File: src/hw/rtl/ewsp_pkg.sv
// Shared types, constants and a helper function of the wheel synchronizing PID block.
package ewsp_pkg;

  typedef struct packed {
    logic       enc_left;
    logic       enc_right;
    logic [7:0] left_cmd;
    logic [7:0] right_cmd;
    logic [7:0] dir_cmd;
    logic [7:0] mode_cmd;
  } ewsp_in_t;

  typedef struct packed {
    logic [23:0] left_drive;
    logic [23:0] right_drive;
    logic [3:0]  bridge_bits;
  } ewsp_out_t;

  typedef enum logic [3:0] {
    S_IDLE,
    S_COUNT,
    S_ERR,
    S_SUM,
    S_MUL_P,
    S_MUL_I,
    S_MUL_D,
    S_ACC,
    S_CORR,
    S_DIV,
    S_MUL_L,
    S_MUL_R,
    S_MUL_W,
    S_FIN
  } ewsp_state_e;

  localparam int unsigned CfgIdxW = 3;
  localparam int unsigned CfgDataW = 24;

  localparam logic [CfgIdxW-1:0] CfgFwdProp  = 3'd0;
  localparam logic [CfgIdxW-1:0] CfgFwdInt   = 3'd1;
  localparam logic [CfgIdxW-1:0] CfgFwdDeriv = 3'd2;
  localparam logic [CfgIdxW-1:0] CfgRevProp  = 3'd3;
  localparam logic [CfgIdxW-1:0] CfgRevInt   = 3'd4;
  localparam logic [CfgIdxW-1:0] CfgRevDeriv = 3'd5;
  localparam logic [CfgIdxW-1:0] CfgPeriod   = 3'd6;
  localparam logic [CfgIdxW-1:0] CfgLimit    = 3'd7;

  localparam logic [7:0]  FwdPropReset = 8'd6;
  localparam logic [7:0]  RevPropReset = 8'd2;
  localparam logic [15:0] PeriodReset  = 16'd5000;
  localparam logic [23:0] LimitReset   = 24'd500000;

  localparam logic [7:0] DirFwd  = 8'd1;
  localparam logic [7:0] DirRev  = 8'd2;
  localparam logic [7:0] ModeRun = 8'd1;

  localparam logic [3:0] BridgeFwd  = 4'h5;
  localparam logic [3:0] BridgeRev  = 4'hA;
  localparam logic [3:0] BridgeStop = 4'h0;

  localparam logic signed [31:0] Int32Max = 32'sh7fff_ffff;
  localparam logic signed [31:0] Int32Min = 32'sh8000_0000;

  // Saturates a wide signed value to the 32-bit signed range.
  function automatic logic signed [31:0] sat32(input logic signed [43:0] v);
    logic signed [31:0] r;
    if (v > 44'sh0_7fff_ffff) begin
      r = Int32Max;
    end else if (v < -44'sh0_8000_0000) begin
      r = Int32Min;
    end else begin
      r = v[31:0];
    end
    return r;
  endfunction

endpackage

File: src/hw/rtl/ewsp_mul.sv
// Shared signed multiplier with a registered product.
module ewsp_mul (
  input  logic               clk_i,
  input  logic signed [33:0] a_i,
  input  logic signed [16:0] b_i,
  output logic signed [50:0] p_o
);

  logic signed [50:0] p_q;

  always_ff @(posedge clk_i) begin
    p_q <= a_i * b_i;
  end

  assign p_o = p_q;

endmodule

File: src/hw/rtl/ewsp_div.sv
// Restoring serial divider, one quotient bit per cycle.
module ewsp_div (
  input  logic        clk_i,
  input  logic        rst_ni,
  input  logic        start_i,
  input  logic [23:0] dividend_i,
  input  logic [15:0] divisor_i,
  output logic        done_o,
  output logic [23:0] quot_o
);

  logic        busy_q, busy_d;
  logic        done_q, done_d;
  logic [4:0]  cnt_q, cnt_d;
  logic [23:0] quo_q, quo_d;
  logic [15:0] rem_q, rem_d;
  logic [16:0] rem_sh;
  logic [17:0] diff;
  logic        ge;

  assign rem_sh = {rem_q, quo_q[23]};
  assign diff   = {1'b0, rem_sh} - {2'b00, divisor_i};
  assign ge     = ~diff[17];

  always_comb begin
    busy_d = busy_q;
    done_d = done_q;
    cnt_d  = cnt_q;
    quo_d  = quo_q;
    rem_d  = rem_q;
    if (start_i) begin
      busy_d = 1'b1;
      done_d = 1'b0;
      cnt_d  = 5'd0;
      quo_d  = dividend_i;
      rem_d  = 16'd0;
    end else if (busy_q) begin
      quo_d = {quo_q[22:0], ge};
      rem_d = ge ? diff[15:0] : rem_sh[15:0];
      cnt_d = cnt_q + 5'd1;
      if (cnt_q == 5'd23) begin
        busy_d = 1'b0;
        done_d = 1'b1;
      end
    end
  end

  always_ff @(posedge clk_i or negedge rst_ni) begin
    if (!rst_ni) begin
      busy_q <= 1'b0;
      done_q <= 1'b0;
      cnt_q  <= 5'd0;
    end else begin
      busy_q <= busy_d;
      done_q <= done_d;
      cnt_q  <= cnt_d;
    end
  end

  always_ff @(posedge clk_i) begin
    quo_q <= quo_d;
    rem_q <= rem_d;
  end

  assign done_o = done_q;
  assign quot_o = quo_q;

endmodule

File: src/hw/rtl/encoder_wheel_sync_pid_top.sv
// Top level of the wheel synchronizing PID: sequencer, state and configuration.
// Each control tick goes through the count and error updates, three passes
// through the shared 34x17 multiplier for the PID terms, which are summed into
// the correction, a wait on the serial divider that recovers the duty from the
// last left drive as a 24-bit quotient, then the two drive products and the
// final clamp, before its result is written to the output register. No new
// tick is accepted until the sequencer is through with the last one. The input
// is ready only while the sequencer is idle; the result waits in its output
// register, so the next transaction may be accepted while the previous result
// is still pending, and a second result holds the sequencer in its last state
// until the first is taken.
module encoder_wheel_sync_pid_top (
  input  logic                          clk_i,
  input  logic                          rst_ni,
  input  logic                          in_valid_i,
  output logic                          in_ready_o,
  input  ewsp_pkg::ewsp_in_t            in_data_i,
  output logic                          out_valid_o,
  input  logic                          out_ready_i,
  output ewsp_pkg::ewsp_out_t           out_data_o,
  input  logic                          cfg_we_i,
  input  logic [ewsp_pkg::CfgIdxW-1:0]  cfg_idx_i,
  input  logic [ewsp_pkg::CfgDataW-1:0] cfg_data_i
);
  import ewsp_pkg::*;

  ewsp_state_e state_q, state_d;

  logic signed [7:0] fwd_p_q, fwd_i_q, fwd_d_q, rev_p_q, rev_i_q, rev_d_q;
  logic [15:0]       period_q;
  logic [23:0]       limit_q;

  ewsp_in_t          in_q, in_d;
  logic              prev_el_q, prev_el_d, prev_er_q, prev_er_d;
  logic signed [31:0] lcnt_q, lcnt_d, rcnt_q, rcnt_d;
  logic signed [31:0] errn_q, errn_d, errb_q, errb_d, esum_q, esum_d, corr_q, corr_d;
  logic              start_q, start_d;
  logic [7:0]        last_lc_q, last_lc_d, last_rc_q, last_rc_d;
  logic [23:0]       last_ld_q, last_ld_d;
  logic [3:0]        last_br_q, last_br_d;
  logic              rot_q, rot_d;
  logic signed [43:0] acc_q, acc_d;
  logic signed [50:0] left_q, left_d;
  logic [23:0]       right_q, right_d;
  ewsp_out_t         out_q, out_d;
  logic              out_valid_q, out_valid_d;

  logic signed [33:0] mul_a;
  logic signed [16:0] mul_b;
  logic signed [50:0] mul_p;
  logic               div_start, div_done;
  logic [23:0]        div_quot, quot_use;

  logic run, eq, dir_ok, use_pid, out_free;
  logic signed [7:0] kp, ki, kd;
  logic signed [31:0] cnt_lb, cnt_rb;
  logic lrot, rrot;
  logic [23:0] left_clamp, left_fin, right_fin;
  logic [3:0]  bridge_fin;

  assign run      = (in_q.mode_cmd == ModeRun);
  assign eq       = (in_q.left_cmd == in_q.right_cmd);
  assign dir_ok   = (in_q.dir_cmd == DirFwd) || (in_q.dir_cmd == DirRev);
  assign use_pid  = run && eq && (in_q.right_cmd != 8'd0);
  assign out_free = !out_valid_q || out_ready_i;

  assign kp = (in_q.dir_cmd == DirFwd) ? fwd_p_q : rev_p_q;
  assign ki = (in_q.dir_cmd == DirFwd) ? fwd_i_q : rev_i_q;
  assign kd = (in_q.dir_cmd == DirFwd) ? fwd_d_q : rev_d_q;

  assign quot_use = (period_q == 16'd0) ? 24'd0 : div_quot;

  ewsp_mul u_mul (
    .clk_i (clk_i),
    .a_i   (mul_a),
    .b_i   (mul_b),
    .p_o   (mul_p)
  );

  ewsp_div u_div (
    .clk_i      (clk_i),
    .rst_ni     (rst_ni),
    .start_i    (div_start),
    .dividend_i (last_ld_q),
    .divisor_i  (period_q),
    .done_o     (div_done),
    .quot_o     (div_quot)
  );

  // Configuration registers.
  always_ff @(posedge clk_i or negedge rst_ni) begin
    if (!rst_ni) begin
      fwd_p_q  <= FwdPropReset;
      fwd_i_q  <= 8'sd0;
      fwd_d_q  <= 8'sd0;
      rev_p_q  <= RevPropReset;
      rev_i_q  <= 8'sd0;
      rev_d_q  <= 8'sd0;
      period_q <= PeriodReset;
      limit_q  <= LimitReset;
    end else if (cfg_we_i) begin
      case (cfg_idx_i)
        CfgFwdProp:  fwd_p_q  <= cfg_data_i[7:0];
        CfgFwdInt:   fwd_i_q  <= cfg_data_i[7:0];
        CfgFwdDeriv: fwd_d_q  <= cfg_data_i[7:0];
        CfgRevProp:  rev_p_q  <= cfg_data_i[7:0];
        CfgRevInt:   rev_i_q  <= cfg_data_i[7:0];
        CfgRevDeriv: rev_d_q  <= cfg_data_i[7:0];
        CfgPeriod:   period_q <= cfg_data_i[15:0];
        CfgLimit:    limit_q  <= cfg_data_i;
        default:     limit_q  <= limit_q;
      endcase
    end
  end

  // Next state.
  always_comb begin
    state_d = state_q;
    case (state_q)
      S_IDLE:  if (in_valid_i) state_d = S_COUNT;
      S_COUNT: state_d = S_ERR;
      S_ERR:   state_d = S_SUM;
      S_SUM:   state_d = S_MUL_P;
      S_MUL_P: state_d = S_MUL_I;
      S_MUL_I: state_d = S_MUL_D;
      S_MUL_D: state_d = S_ACC;
      S_ACC:   state_d = S_CORR;
      S_CORR:  state_d = S_DIV;
      S_DIV:   if (div_done) state_d = S_MUL_L;
      S_MUL_L: state_d = S_MUL_R;
      S_MUL_R: state_d = S_MUL_W;
      S_MUL_W: state_d = S_FIN;
      S_FIN:   if (out_free) state_d = S_IDLE;
      default: state_d = S_IDLE;
    endcase
  end

  // Sequencer outputs: multiplier operands, divider start, handshake.
  always_comb begin
    mul_a      = 34'sd0;
    mul_b      = 17'sd0;
    div_start  = 1'b0;
    in_ready_o = 1'b0;
    case (state_q)
      S_IDLE: in_ready_o = 1'b1;
      S_MUL_P: begin
        mul_a = {{2{errn_q[31]}}, errn_q};
        mul_b = {{9{kp[7]}}, kp};
      end
      S_MUL_I: begin
        mul_a = {{2{esum_q[31]}}, esum_q};
        mul_b = {{9{ki[7]}}, ki};
      end
      S_MUL_D: begin
        mul_a = {{2{errn_q[31]}}, errn_q} - {{2{errb_q[31]}}, errb_q};
        mul_b = {{9{kd[7]}}, kd};
      end
      S_CORR: div_start = 1'b1;
      S_MUL_L: begin
        if (run && eq && !start_q) begin
          mul_a = $signed({10'd0, quot_use}) + $signed({{2{corr_q[31]}}, corr_q});
        end else begin
          mul_a = $signed({26'd0, in_q.left_cmd});
        end
        mul_b = $signed({1'b0, period_q});
      end
      S_MUL_R: begin
        mul_a = $signed({26'd0, in_q.right_cmd});
        mul_b = $signed({1'b0, period_q});
      end
      default: mul_a = 34'sd0;
    endcase
  end

  // Count bases and encoder edges.
  assign cnt_lb = (last_lc_q != last_rc_q) ? 32'sd0 : lcnt_q;
  assign cnt_rb = (last_lc_q != last_rc_q) ? 32'sd0 : rcnt_q;
  assign lrot   = (in_q.enc_left != prev_el_q);
  assign rrot   = (in_q.enc_right != prev_er_q);

  // Final drive values.
  always_comb begin
    if (left_q > $signed({27'd0, limit_q})) begin
      left_clamp = limit_q;
    end else if (left_q < 51'sd0) begin
      left_clamp = 24'd0;
    end else begin
      left_clamp = left_q[23:0];
    end
    if (in_q.dir_cmd == DirFwd) begin
      left_fin = left_clamp;
      right_fin = right_q;
      bridge_fin = BridgeFwd;
    end else if (in_q.dir_cmd == DirRev) begin
      left_fin = left_clamp;
      right_fin = right_q;
      bridge_fin = BridgeRev;
    end else begin
      left_fin = 24'd0;
      right_fin = 24'd0;
      bridge_fin = BridgeStop;
    end
  end

  // Datapath updates.
  always_comb begin
    in_d        = in_q;
    prev_el_d   = prev_el_q;
    prev_er_d   = prev_er_q;
    lcnt_d      = lcnt_q;
    rcnt_d      = rcnt_q;
    errn_d      = errn_q;
    errb_d      = errb_q;
    esum_d      = esum_q;
    corr_d      = corr_q;
    start_d     = start_q;
    last_lc_d   = last_lc_q;
    last_rc_d   = last_rc_q;
    last_ld_d   = last_ld_q;
    last_br_d   = last_br_q;
    rot_d       = rot_q;
    acc_d       = acc_q;
    left_d      = left_q;
    right_d     = right_q;
    out_d       = out_q;
    out_valid_d = out_valid_q && !out_ready_i;
    case (state_q)
      S_IDLE: if (in_valid_i) in_d = in_data_i;
      S_COUNT: begin
        if (run && eq) begin
          lcnt_d = (lrot && in_q.enc_left && cnt_lb != Int32Max) ? cnt_lb + 32'sd1 : cnt_lb;
          rcnt_d = (rrot && in_q.enc_right && cnt_rb != Int32Max) ? cnt_rb + 32'sd1 : cnt_rb;
          prev_el_d = in_q.enc_left;
          prev_er_d = in_q.enc_right;
          rot_d = lrot || rrot;
        end
      end
      S_ERR: begin
        if (use_pid) begin
          errb_d = errn_q;
          errn_d = sat32(44'(rcnt_q) - 44'(lcnt_q));
        end
      end
      S_SUM: if (use_pid && rot_q) esum_d = sat32(44'(esum_q) + 44'(errn_q));
      S_MUL_I: acc_d = mul_p[43:0];
      S_MUL_D: acc_d = acc_q + mul_p[43:0];
      S_ACC:   acc_d = acc_q + mul_p[43:0];
      S_CORR: begin
        if (run && eq) begin
          if (in_q.right_cmd == 8'd0) begin
            corr_d = 32'sd0;
          end else if (dir_ok) begin
            corr_d = sat32(acc_q);
          end
        end
      end
      S_MUL_R: left_d = mul_p;
      S_MUL_W: right_d = mul_p[23:0];
      S_FIN: begin
        if (out_free) begin
          out_valid_d = 1'b1;
          if (!run) begin
            last_ld_d = 24'd0;
            out_d = '{left_drive: 24'd0, right_drive: 24'd0, bridge_bits: last_br_q};
          end else begin
            // Starting seeds the drive and restarts the loop; a stop clears it too.
            if ((eq && start_q) || !dir_ok) begin
              lcnt_d = 32'sd0;
              rcnt_d = 32'sd0;
              errn_d = 32'sd0;
              errb_d = 32'sd0;
              esum_d = 32'sd0;
            end
            start_d = eq ? 1'b0 : start_q;
            if (left_fin == 24'd0 && right_fin == 24'd0) start_d = 1'b1;
            last_ld_d = left_fin;
            last_br_d = bridge_fin;
            last_lc_d = in_q.left_cmd;
            last_rc_d = in_q.right_cmd;
            out_d = '{left_drive: left_fin, right_drive: right_fin, bridge_bits: bridge_fin};
          end
        end
      end
      default: acc_d = acc_q;
    endcase
  end

  always_ff @(posedge clk_i or negedge rst_ni) begin
    if (!rst_ni) begin
      state_q     <= S_IDLE;
      prev_el_q   <= 1'b0;
      prev_er_q   <= 1'b0;
      lcnt_q      <= 32'sd0;
      rcnt_q      <= 32'sd0;
      errn_q      <= 32'sd0;
      errb_q      <= 32'sd0;
      esum_q      <= 32'sd0;
      corr_q      <= 32'sd0;
      start_q     <= 1'b1;
      last_lc_q   <= 8'd0;
      last_rc_q   <= 8'd0;
      last_ld_q   <= 24'd0;
      last_br_q   <= BridgeStop;
      out_valid_q <= 1'b0;
    end else begin
      state_q     <= state_d;
      prev_el_q   <= prev_el_d;
      prev_er_q   <= prev_er_d;
      lcnt_q      <= lcnt_d;
      rcnt_q      <= rcnt_d;
      errn_q      <= errn_d;
      errb_q      <= errb_d;
      esum_q      <= esum_d;
      corr_q      <= corr_d;
      start_q     <= start_d;
      last_lc_q   <= last_lc_d;
      last_rc_q   <= last_rc_d;
      last_ld_q   <= last_ld_d;
      last_br_q   <= last_br_d;
      out_valid_q <= out_valid_d;
    end
  end

  always_ff @(posedge clk_i) begin
    in_q    <= in_d;
    rot_q   <= rot_d;
    acc_q   <= acc_d;
    left_q  <= left_d;
    right_q <= right_d;
    out_q   <= out_d;
  end

  assign out_valid_o = out_valid_q;
  assign out_data_o  = out_q;

endmodule

File: config.mk
export PLATFORM = sky130hd
export DESIGN_NAME = encoder_wheel_sync_pid_top
export DESIGN_NICKNAME = d
export VERILOG_FILES = /design/src/hw/rtl/ewsp_pkg.sv /design/src/hw/rtl/ewsp_mul.sv /design/src/hw/rtl/ewsp_div.sv /design/src/hw/rtl/encoder_wheel_sync_pid_top.sv
export SDC_FILE = /design/constraint.sdc
export NUM_CORES = 2
export LEC_CHECK = 0
export BUFFER_PORTS_ARGS = -buffer_cell sky130_fd_sc_hd__buf_2
export CAP_MARGIN = 40
export CORE_MARGIN = 3
export CORE_UTILIZATION = 55
export CTS_CLUSTER_DIAMETER = 100
export DETAILED_ROUTE_END_ITERATION = 16
export PLACE_DENSITY = 0.74
export SLEW_MARGIN = 20
export SYNTH_ARGS = -nofsm -noshare
export SYNTH_HDL_FRONTEND = slang
export SYNTH_SLANG_ARGS = --single-unit
File: constraint.sdc
create_clock -name clk_i -period 10.3 [get_ports clk_i]
set_input_delay 1.03 -clock clk_i [delete_from_list [all_inputs] [get_ports clk_i]]
set_output_delay 1.03 -clock clk_i [all_outputs]
set_load 0.02 [all_outputs]
# Word level (Yosys, flattened, before mapping)
# Cells that the tools add are included.
# op_classes
addsub,9
n_eq_ne,38
muxes,64
reduce_logical,55
order_cmp,8
bitwise_logic,1
mul,1
# ops
cell,count
32-bit two-way mux,20
32-bit one-hot mux with 2 select lines,5
24-bit two-way mux,10
34-bit one-hot mux with 5 select lines,1
44-bit one-hot mux with 2 select lines,1
17-bit one-hot mux with 4 select lines,1
33-bit by 32-bit > comparator with 1-bit output (second input constant),2
33-bit by 32-bit < comparator with 1-bit output (second input constant),2
32-bit by 32-bit subtractor with 33-bit output,2
32-bit by 2-bit adder with 32-bit output (second input constant),2
32-bit inequality test (second input constant),2
4-bit one-hot mux with 14 select lines,1
51-bit by 25-bit > comparator with 1-bit output,1
51-bit by 1-bit < comparator with 1-bit output (second input constant),1
34-bit by 17-bit multiplier with 51-bit output,1
24-bit logical NOT,2
44-bit adder,1
44-bit by 32-bit > comparator with 1-bit output (second input constant),1
44-bit by 32-bit < comparator with 1-bit output (second input constant),1
34-bit two-way mux,1
25-bit by 32-bit adder with 33-bit output,1
32-bit by 32-bit adder with 33-bit output,1
4-bit == test (second input constant),6
4-bit two-way mux,6
other kinds (35),104
# totals
out_inout_bits,54
reg_bits,636
wordCells,218

# Depth between registers and ports, before layout
# depth
depth_word,9
mapped_depth,42
ltp_nobuf,41

# Hierarchy
# From an unflattened synthesis, not the netlist that was laid out.
# hier_totals
cells_unflattened,5943
area_unflattened_um2,56223.9
# modules_own_cells
module,instances,cells_per_inst,area_each_um2
encoder_wheel_sync_pid_top,1,3347,32203.4
ewsp_mul,1,2304,21090.2
ewsp_div,1,292,2930.3

# Worst setup path after synthesis
# No wires, ideal clock.
# synth_path
kind,reg2reg
startpoint,register state_q[1]
endpoint,"register u_mul.p_q[39], in the netlist u_mul.p_o[39]"
setup_slack_ns,0.163
required_time_ns,10.177
t_arrival_ns,10.014
n_path_buf,2
path_stages_with_launch,30
cell_sequence,dfrtp_1 clkbuf_1 clkbuf_1 nand2_1 nor2_1 a222oi_1 o211ai_1 nand2_1 fa_1 fa_1 inv_1 fa_1 inv_1 fa_1 fa_1 inv_1 fa_1 ha_1 a21o_1 a21o_1 a21o_1 a21o_1 a21o_1 a21oi_1 nor2_1 o41ai_1 o21ai_1 a221oi_1 o21ai_1 xor2_1
# synth_via
elab_chain_len,4
elab_cells_between_ends,9
# synth_lines
element,line,source
start: declaration,encoder_wheel_sync_pid_top.sv:27,"ewsp_state_e state_q, state_d;"
start signal: assignment,encoder_wheel_sync_pid_top.sv:306,state_q <= state_d;
4-bit == test,encoder_wheel_sync_pid_top.sv:144,case (state_q)
2-bit OR reduction (no source line),n/a,
17-bit one-hot mux with 4 select lines,encoder_wheel_sync_pid_top.sv:144,
34-bit by 17-bit multiplier with 51-bit output *,ewsp_mul.sv:12,p_q <= a_i * b_i;
end signal: assignment,ewsp_mul.sv:12,
end: declaration,ewsp_mul.sv:9,logic signed [50:0] p_q;
# Mark *: on every way between the ends. The rest lies on a longest branch, timed or not.
# A chain may end at the register's enable or synchronous reset.

# Worst setup path in the final report
# layout_path
startpoint,register period_q[10]
endpoint,"register u_mul.p_q[50], in the netlist u_mul.p_o[50]"
# layout_via
elab_chain_len,6
elab_cells_between_ends,7
# layout_lines
element,line,source
start: declaration,encoder_wheel_sync_pid_top.sv:30,logic [15:0] period_q;
start signal: assignment,encoder_wheel_sync_pid_top.sv:99,period_q <= PeriodReset;
start signal: assignment,encoder_wheel_sync_pid_top.sv:109,CfgPeriod: period_q <= cfg_data_i[15:0];
16-bit logical NOT,encoder_wheel_sync_pid_top.sv:71,assign quot_use = (period_q == 16'd0) ? 24'd0 : div_quot;
24-bit two-way mux,encoder_wheel_sync_pid_top.sv:71,
25-bit by 32-bit adder with 33-bit output,encoder_wheel_sync_pid_top.sv:161,"mul_a = $signed({10'd0, quot_use}) + $signed({{2{corr_q[31]}}, corr_q});"
34-bit two-way mux,encoder_wheel_sync_pid_top.sv:160,if (run && eq && !start_q) begin
34-bit one-hot mux with 5 select lines,encoder_wheel_sync_pid_top.sv:144,
34-bit by 17-bit multiplier with 51-bit output *,ewsp_mul.sv:12,
# Marks and branches as above.

==> impl_summary.md <==
Die
The core region is 0.0976 mm^2. The floorplan step defined a die boundary enclosing 0.103 mm^2. The effective utilization at floorplan is 56.0%. The y dimension of the die is 321 um. Measured along the x axis, the die boundary spans 321 um. 120 I/O pins were placed. The number of rows created at floorplan is 114.

Outcome
The flow ran to the end, and the final reports show no timing, DRC or antenna violations.

Critical path
STA puts the critical path data arrival time at 10600 ps. The length in cells of the worst reg-to-reg path is 40. The setup path with the least slack is of type reg2reg. The most numerous cell on the critical path is sky130_fd_sc_hd__fa_1. The type of destination of the critical path is a flip-flop. The register-to-register setup slack is 190 ps.

The startpoint of the worst register-to-register path is period_q[10]. The biggest fanout along the worst timing path is 6. The worst setup path is launched from a flip-flop. The launch point of the critical path is period_q[10]. The biggest cell delay along the critical path is 590 ps.

The cell with the largest stage delay on the worst path is sky130_fd_sc_hd__fa_1. Data on the critical path is required at its endpoint by 10800 ps. The critical path ends at u_mul.p_o[50]. The endpoint of the most critical register-to-register path is u_mul.p_o[50].

Route
The overall routed net length is 154000 um. The detailed router placed 43783 vias in this run. After detailed routing, the average wire length per cell comes to 21.3 um. The post-detailed-route count of antenna-violating nets is 0. The count of TritonRoute iterations in the first routing pass is 9. The detailed router's first-iteration violation count is 3811. The per-cell via count in the routed design is 6.04.

In the routed design, unresolved DRC markers number 0.

Cells and area
After filler insertion, the fill cell instance count of the layout stands at 8002. The most frequent standard cell in the layout excluding fill and tap cells is sky130_fd_sc_hd__inv_1. The multi-input combinational cells in the finished layout cover a total of 0.0348 mm^2.

The post-layout utilization of the core is 61.7%. The flip-flop and latch area is 0.0166 mm^2. Once layout is done, the placed cells without fillers occupy 0.0602 mm^2. The synthesis-to-finish area growth is 10.2%.

The layout cell share with drive strength beyond 1 is 11.1%. The final net count is 6857. In the layout the commonest cells are 724 x sky130_fd_sc_hd__inv_1, 668 x sky130_fd_sc_hd__nand2_1, 545 x sky130_fd_sc_hd__fa_1.

Synth
By area, the combinational part of the netlist is dominated by adder cells. Of the synthesized area, sequential elements account for 30.5%. In this run, synthesis produced a sequential element count of 632. The fraction of registers with async set or reset after synthesis is 53.3%.

The average cell area after synthesis is 9.44 um^2. The arithmetic-cell share of the synthesized area counting full adders, half adders and majority gates is 28.0%. The leading area contributor after synthesis is sky130_fd_sc_hd__fa_1. The share of Yosys cell area claimed by the top area cell type is 20.0%. Synthesis produced 5783 cells. In the post-synthesis netlist, the biggest area contributors are sky130_fd_sc_hd__fa_1 20%, sky130_fd_sc_hd__dfrtp_1 15%, sky130_fd_sc_hd__edfxtp_1 13%. The xor and xnor fraction of the mapped netlist area is 3.50%. In this run, synthesis inferred 228 flip-flops with an integrated enable. The simple-gate share of the synthesized area is 14.3%. The synthesized netlist devotes 14.1% of its cell area to compound gates.

The summed instance area of the synthesized netlist is 0.0546 mm^2. Synthesis produced a netlist with a net count of 6722. The synthesized netlist contains 84 unique library cells.

The multiplexer share of the synthesized area is 2.96%. During synthesis, Yosys emitted a total of 0 warnings. Among all flip-flop cells after synthesis, the most frequent one is sky130_fd_sc_hd__dfrtp_1.

Pwr
The internal portion of the total power is 6.21 mW. The power per unit of standard cell area is 174 mW/mm^2. The proportion of total power due to net switching is 40.6%.

The proportion of power drawn by combinational gates is 41.9%. Per report_power, the sequential group accounts for 33.3% of the total. The leakage component of the power is 28.2 nW. For this design the total switching power over the nets is 4.24 mW. In this run, the clock network consumes 24.8% of the power. Across the VDD grid, the largest voltage drop is 0.153 mV.

Timing
The final setup violation count is 0. The final setup skew is 37.0 ps. The number of endpoints with negative hold slack in the final report is 0. Static timing analysis puts the maximum clock frequency at 98.9 MHz. The smallest clock period supported by the final layout is computed as 10110 ps. The normalized max-slew margin is 32.4%. At the pin with the least slew margin, the transition time is 1010 ps. Dividing the final minimum period by the clock period gives 98.1%. The final number of max-transition violations is 0.

Clocking
The clock tree root driver cell is sky130_fd_sc_hd__clkbuf_16. The number of levels the H-tree was split into is 3. The hold-fix buffer count after cts is 0. After clock tree synthesis, the clock-pin slew on the worst setup and hold paths is 60 ps.

The number of sinks driven by the clock tree is 632. The later pin in the worst-skew pair is clocked with a latency of 640 ps. TritonCTS built the clock tree. The number of buffers between clock root and the deepest sink is 3. The clock buffer count from CTS is 71.

GRT
The total overflow left after global routing is 0. The first global-routing pass estimated 244000 um of wire. The layer with the highest usage is met2. Entering global routing, the biggest net connects 167 pins. For this run, global-route usage on met1 was measured as 38.4%. The number of global-route vias before repair came to 44101. For this run, global-route usage on met2 was measured as 49.1%.

The number of antenna violations at the first check in global routing is 4. In the global route stage, overall resource usage came out at 30.1%. Global routing used 6.12% of the available met3 tracks.

Place
Buffers placed on the I/O ports in this run total 119. Detailed placement finished with a half-perimeter wire length of 120000 um. At the end of routability-driven placement, the weighted congestion stood at 0.960.

Once placement finished, the instance area stood at 0.0575 mm^2.

Worst hold path
In this run the worst hold path is classified as reg2reg. Counting instances, the worst hold path has a depth of 0.

Run
The max-capacitance violation count is 0.
==> worst max-delay path: cells and delay by family, from the launching register on <==
kind | cells | cell delay [ps]
fa+ha+maj | 9 | 3930
flops | 1 | 420
buf+inv | 6 | 760
compound gates | 12 | 2370
simple gates | 11 | 2270
xor+xnor | 2 | 220
==> worst min path at each step <==
stage,start,to,slack (ps)
6_report,u_mul.p_o[47],left_q[47],410
5_1_grt,u_mul.p_o[47],left_q[47],420
4_1_cts,u_mul.p_o[47],left_q[47],410
3_5_place_dp,u_mul.p_o[47],left_q[47],390
3_3_place_gp,u_mul.p_o[47],left_q[47],390
2_1_floorplan,u_mul.p_o[44],left_q[44],390
==> power by group through the flow <==
stage	Clock [mW]	Combinational [mW]	Sequential [mW]
floorplan	0	2.91	3.34
global placement	0	4.11	3.50
detailed placement	0	4.24	3.51
CTS	2.63	4.28	3.47
global route	2.74	4.81	3.52
finish	2.59	4.37	3.48
==> timing repair <==
action | CTS | global route
cloned | 0 | 1
setup buffers | 0 | 14
pin swaps | 1 | 19
endpoints found under the setup margin | 4 | 17
resized for setup | 2 | 38
==> per-layer routing <==
| layer | vias to the layer above | share of wire, % |
|---|---|---|
| li1 | 19797 | - |
| met1 | 21595 | 39 |
| met2 | 1941 | 47 |
| met3 | 446 | 8.8 |
| met4 | 4 | 5.7 |
| met5 | - | 0.017 |
==> stage by stage <==
step                power, mW  hold slack (ps)  setup slack [ps]  std cells  TNS (ps)
floorplan                6.25              386               163       5783         0
global placement         7.62              393              49.8       7093         0
detailed placement       7.74              393             -37.4       7103     -37.4
CTS                      10.4              410              8.49       7230         0
global route             11.1              423              -131       7248      -476
finish                   10.4              407               193       7249         0
==> cell usage after synthesis, drive strengths merged (14+ instances only) <==
cell    count
nor4       50
a211oi     15
o211ai     15
nand4      59
ha        326
dfstp      16
a21boi     14
fa        547
o21ai     332
clkbuf    221
dfxtp      67
nand3      70
nor2      528
o21a       33
and4       15
buf        19
o31ai      51
a222oi     20
xor2       80
mux2      109
and2       68
maj3       29
inv       725
and3       41
xnor2     138
dfrtp     321
nand2b     53
a21oi     303
nor2b      33
nor3       54
a221o      29
o21bai     38
a32o       24
a22oi      22
mux2i      39
or2        33
a221oi     17
a22o       26
nand2     670
a31oi      36
or3        14
edfxtp    228
a21o      121
==> state kept, by name, summed over array words and instances, names as in the netlist, 32 cells and up <==
signal      flops
u_mul.p_o      51
errb_q         32
out_data_o     50
esum_q         32
lcnt_q         32
errn_q         32
corr_q         32
rcnt_q         32
in_q           34
left_q         51
acc_q          44
==> kinds of logic (layout without fill, tap and decap cells) <==
kind of cell / after synthesis / count (layout)
and+or+nand+nor: 1727 / 1727
AOI/OAI and AO/OA: 1190 / 1190
buffers and inverters: 966 / 1155
adders and majority gates: 902 / 902
DFF: 632 / 632
xor gates and xnor gates: 218 / 218
muxes: 148 / 148
other: 0 / 1
==> area by class of cell <==
class	count	share of cell area, %
Antenna cell	1	0.00416
Clock buffer	96	3.29
Clock inverter	31	0.657
Inverter	726	4.53
Multi-Input combinational cell	4185	57.7
Sequential cell	632	27.6
Tap cell	1276	2.65
Timing Repair Buffer	302	3.49
(Power assumes the default switching activity.)
